--- src/rtl/sds_sqrt_pipe.sv ---
`timescale 1ns / 1ps
// Pipelined floor(sqrt) of a 32-bit value, one result bit per stage.
module sds_sqrt_pipe (
  input  logic        clk,
  input  logic        rst,
  input  logic        in_valid,
  input  logic [31:0] radicand,
  input  logic [15:0] tag_h,
  output logic        out_valid,
  output logic [15:0] root,
  output logic [15:0] out_h
);
  localparam int STAGES = 16;

  logic                  vld [STAGES+1];
  logic [31:0]           rem [STAGES+1];
  logic [31:0]           val [STAGES+1];
  logic [15:0]           rt  [STAGES+1];
  logic [15:0]           hh  [STAGES+1];

  assign vld[0] = in_valid;
  assign val[0] = radicand;
  assign rem[0] = '0;
  assign rt[0]  = '0;
  assign hh[0]  = tag_h;

  for (genvar s = 0; s < STAGES; s++) begin : g_stage
    logic [33:0] trial;
    logic [33:0] cur;
    always_comb begin
      cur   = {rem[s], val[s][31:30]};
      trial = {16'd0, rt[s], 2'b01};
    end
    always_ff @(posedge clk) begin
      if (rst) begin
        vld[s+1] <= 1'b0;
      end else begin
        vld[s+1] <= vld[s];
      end
      val[s+1] <= {val[s][29:0], 2'b00};
      hh[s+1]  <= hh[s];
      if (cur >= trial) begin
        rem[s+1] <= 32'(cur - trial);
        rt[s+1]  <= {rt[s][14:0], 1'b1};
      end else begin
        rem[s+1] <= 32'(cur);
        rt[s+1]  <= {rt[s][14:0], 1'b0};
      end
    end
  end

  assign out_valid = vld[STAGES];
  assign root      = rt[STAGES];
  assign out_h     = hh[STAGES];
endmodule

--- config.mk ---
export PLATFORM = sky130hd
export DESIGN_NAME = sds_sqrt_pipe
export DESIGN_NICKNAME = d
export VERILOG_FILES = /design/src/rtl/sds_sqrt_pipe.sv
export SDC_FILE = /design/constraint.sdc
export NUM_CORES = 1
export LEC_CHECK = 0
export BUFFER_PORTS_ARGS = -buffer_cell sky130_fd_sc_hd__buf_2
export CAP_MARGIN = 20
export CORE_MARGIN = 1.5
export CORE_UTILIZATION = 55
export DETAILED_ROUTE_END_ITERATION = 12
export HOLD_SLACK_MARGIN = 0.1
export PLACE_DENSITY = 0.76
export SYNTH_ARGS = -nofsm -noshare
export SYNTH_HDL_FRONTEND = slang
export SYNTH_SLANG_ARGS = --single-unit
--- constraint.sdc ---
create_clock -name clk -period 6.8 [get_ports clk]
set_input_delay 1.02 -clock clk [delete_from_list [all_inputs] [get_ports clk]]
set_output_delay 1.02 -clock clk [all_outputs]
set_load 0.01 [all_outputs]
==> metrics <==
worst path bufs/invs=1; clk_lat worst skew=between 0.6 and 0.7 ns; Yosys warning total=0; Core Util, Final=a little over three fifths; endpoint required time on the critical path=roughly 7.4 ns; post-synthesis register bit count=roughly 1100; Relative slew margins=approximately 32%; library cell used as clock root buffer=sky130_fd_sc_hd__clkbuf_16; Worst path top cell family by delay=simple AND/OR/NAND/NOR gates; critical path depth in cells=9; static leakage=~18 nW; global-route wire length before repair=96300 um; Clock Path Buffers=3; count of final setup violators=0; Distinct cells, synth=between 70 and 80; Routed WL=58000 um; Async SR Flop Fraction=0%; die outline width=257 um; worst r2r path cells=9; Die ar.=between 60000 and 70000 sq um; proportion of layout cells with a drive suffix above 1=about a tenth; Die H=approximately 260 um; VDD IR max=roughly 260 uV; global route total overflow=0; highest-count cells in the layout ignoring fill and taps=1082 x sky130_fd_sc_hd__dfxtp_1, 209 x sky130_fd_sc_hd__nor2_1, 193 x sky130_fd_sc_hd__xnor2_1; transition at the pin with the smallest max-transition slack=1.02 ns; relative area change from synthesis to final layout=13.8%; number of buffers inserted by hold repair at cts=0; Filler Cells Inserted=between 5000 and 6000; Mapped Avg Cell Area=about 11 sq um; buffers inserted by post-CTS timing repair=0; Reg-to-Reg Start=g_stage[8].trial[2]; number of hold violations in the final report=0; clock-pin slew on the worst setup and hold paths=around 0.060 ns; port bufs=83; chain of cells forming the critical path=inv_1 -> ha_1 -> nor2b_1 -> o31a_1 -> o31ai_1 -> nand4_1 -> and4b_1 -> nand2b_1 -> xnor2_1; number of instances in the synthesized netlist=3216; number of cells on the worst hold path=0; ratio of routed vias to standard cells=5.05; Num Clock Sinks=between 1000 and 1500; max capacitance violation total=0; area of the core region=64200 sq um; Crit path arrival time=3.91 ns; worst r2r dst=g_stage[9].cur[31]; via count=between 20000 and 25000; drt initial violations=~900; final period utilization=a little under 50%; synth top area cells=sky130_fd_sc_hd__dfxtp_1 61%, sky130_fd_sc_hd__ha_1 5.4%, sky130_fd_sc_hd__xnor2_1 4.7%, sky130_fd_sc_hd__xor2_1 3.9%, sky130_fd_sc_hd__nor2_1 2.2%; achievable clock frequency=301 MHz; initial standard-cell utilization of the core=a little under three fifths; minimum clock period after layout=roughly 3.3 ns; Resize count post-CTS=0; Synth Flop Type=sky130_fd_sc_hd__dfxtp_1; level count of the clock H-tree=3; share of the yosys chip area belonging to registers=around 60%; slowest library cell on the worst path=sky130_fd_sc_hd__nand4_1; status=finished, final reports clean; biggest cell delay along the critical path=around 0.74 ns; kind of capture point of the worst setup path=flip-flop; EDFF count, synth=0; type of the tightest min-delay check=reg2reg; largest net degree at the start of global routing=36; Min-Delay Startpoint=val[247]; total power divided by cell area=between 300 and 400 nW/um^2; IO Pins=84; cell accounting for the most synthesized area=sky130_fd_sc_hd__dfxtp_1; vias in the first global route=between 20000 and 25000; nets in the synthesized netlist=~3400; First-pass DRT Iterations=6; fraction of post-synthesis cell area in the top cell type by area=around three fifths; average wire per standard cell=approximately 14 um; remaining design rule violation count=0; post-detailed-route count of antenna-violating nets=0; Final TNS setup=0 ns; worst setup slack for register-to-register paths=~3.5 ns; path type of the worst setup path=reg2reg; GPL Wtd Cong=between 0.9 and 1; net count of the finished layout=between 3000 and 4000; Overall Global Routing Usage=approximately 17%; num rows=93; detailed placer's ending HPWL=just over 40000 um; cell area after synthesis=approximately 36000 sq um; initial antenna violation count=0; Antenna Diode Count=0; Inserted Clock Buffers=102; Max FO, Critical Path=18; TritonCTS clock tree=yes; Critical Path Source Type=flip-flop; most common library cell in the layout ignoring fill and taps=sky130_fd_sc_hd__dfxtp_1; Post-Route Skew=0.0857 ns; RSZ-0062 raised after global routing=false; max-slew violation count=0; Worst Hold End=val[217]
==> routing by layer <==
metal	up-vias	global-route usage (%)	wire length (um)
met1	9848	17.0	21900
met5	-	0	0
met2	411	33.7	31100
met4	0	10.5	2890
met3	187	3.09	2160
li1	11200	-	-
==> state kept, by name (all words and copies together), names as in the netlist <==
signal         cells
vld               15
hh               240
g_stage.cur      464
g_stage.trial    120
val              210
out_h             16
root              16
out_valid          1
==> layout make-up <==
cell class | count | area [sq um] | area share (%)
clock buffer | 137 | 2920 | 7.22
tap | 855 | 1070 | 2.64
timing repair buffer | 93 | 488 | 1.21
multi-input combinational | 1892 | 12900 | 32.0
inverter | 181 | 679 | 1.68
sequential | 1082 | 21700 | 53.5
clock inverter | 50 | 722 | 1.78
==> synthesized netlist by cell type (15+ instances only) <==
library cell,n
sky130_fd_sc_hd__a21oi_1,120
sky130_fd_sc_hd__or4_1,27
sky130_fd_sc_hd__nand4b_1,15
sky130_fd_sc_hd__mux2_2,20
sky130_fd_sc_hd__and2_1,18
sky130_fd_sc_hd__nor3_1,100
sky130_fd_sc_hd__clkbuf_1,30
sky130_fd_sc_hd__ha_1,153
sky130_fd_sc_hd__nand3b_1,17
sky130_fd_sc_hd__or3_1,44
sky130_fd_sc_hd__o21a_1,33
sky130_fd_sc_hd__xnor2_1,193
sky130_fd_sc_hd__o31ai_1,23
sky130_fd_sc_hd__nand2_1,176
sky130_fd_sc_hd__nor4_1,64
sky130_fd_sc_hd__buf_2,15
sky130_fd_sc_hd__nor2b_1,41
sky130_fd_sc_hd__xor2_1,159
sky130_fd_sc_hd__o21ai_0,102
sky130_fd_sc_hd__or2_2,15
sky130_fd_sc_hd__buf_4,16
sky130_fd_sc_hd__nand3_1,63
sky130_fd_sc_hd__inv_1,179
sky130_fd_sc_hd__nand2b_1,55
sky130_fd_sc_hd__dfxtp_1,1082
sky130_fd_sc_hd__nand4_1,35
sky130_fd_sc_hd__nor2_1,209
sky130_fd_sc_hd__a21o_1,36
==> where the power goes <==
| group | internal, W | total (W) | leakage, nW | switching, W |
|---|---|---|---|---|
| sequential | 0.00731 | 0.00801 | 9.08 | 0.000701 |
| clock | 0.00347 | 0.00585 | 1.77 | 0.00238 |
| combinational | 0.000874 | 0.00174 | 7.04 | 0.000866 |
| total | 0.0117 | 0.0156 | 17.9 | 0.00394 |
==> how the worst max path moves through the flow <==
stage / from / end / slack, ns
6_report: g_stage[8].trial[2] / g_stage[9].cur[31] / 3.48
4_1_cts: g_stage[3].cur[24] / g_stage[4].cur[31] / 3.38
3_5_place_dp: g_stage[3].cur[24] / g_stage[4].cur[31] / 3.39
5_1_grt: g_stage[8].cur[25] / g_stage[9].cur[23] / 3.26
3_3_place_gp: g_stage[3].cur[24] / g_stage[4].cur[25] / 3.47
2_1_floorplan: g_stage[14].trial[7] / g_stage[15].cur[24] / 4.09
==> worst register-to-register path: stages, from the launching register on <==
cell	delay (ns)
sky130_fd_sc_hd__dfxtp_1	0.33
sky130_fd_sc_hd__inv_1	0.05
sky130_fd_sc_hd__ha_1	0.34
sky130_fd_sc_hd__nor2b_1	0.17
sky130_fd_sc_hd__o31a_1	0.28
sky130_fd_sc_hd__o31ai_1	0.48
sky130_fd_sc_hd__nand4_1	0.74
sky130_fd_sc_hd__and4b_1	0.59
sky130_fd_sc_hd__nand2b_1	0.13
sky130_fd_sc_hd__xnor2_1	0.13
==> per-stage QoR <==
| stage | hold slack, ns | total power [W] | worst slack, ns | std cells | cell area [sq um] |
|---|---|---|---|---|---|
| global placement | 0.310 | 0.00981 | 3.47 | 4101 | 36800 |
| floorplan | 0.310 | 0.00939 | 4.09 | 3216 | 35600 |
| finish | 0.299 | 0.0156 | 3.48 | 4290 | 40500 |
| CTS | 0.286 | 0.0158 | 3.38 | 4289 | 40500 |
| detailed placement | 0.312 | 0.00987 | 3.39 | 4102 | 36800 |
| global route | 0.289 | 0.0164 | 3.26 | 4290 | 40500 |
==> logic make-up (layout without fill, tap and decap cells) <==
group	count (synthesis)	in the layout	share of synthesized area [%]
AO/OA/AOI/OAI	423	423	7.59
XOR/XNOR	352	352	8.66
adder cells (fa/ha/maj)	153	153	5.38
AND/OR/NAND/NOR	937	937	13.9
multiplexers	26	26	0.802
flip-flops	1082	1082	60.9
other	1	1	0.0105
buffers and inverters	242	461	2.77
(Power assumes the default switching activity.)
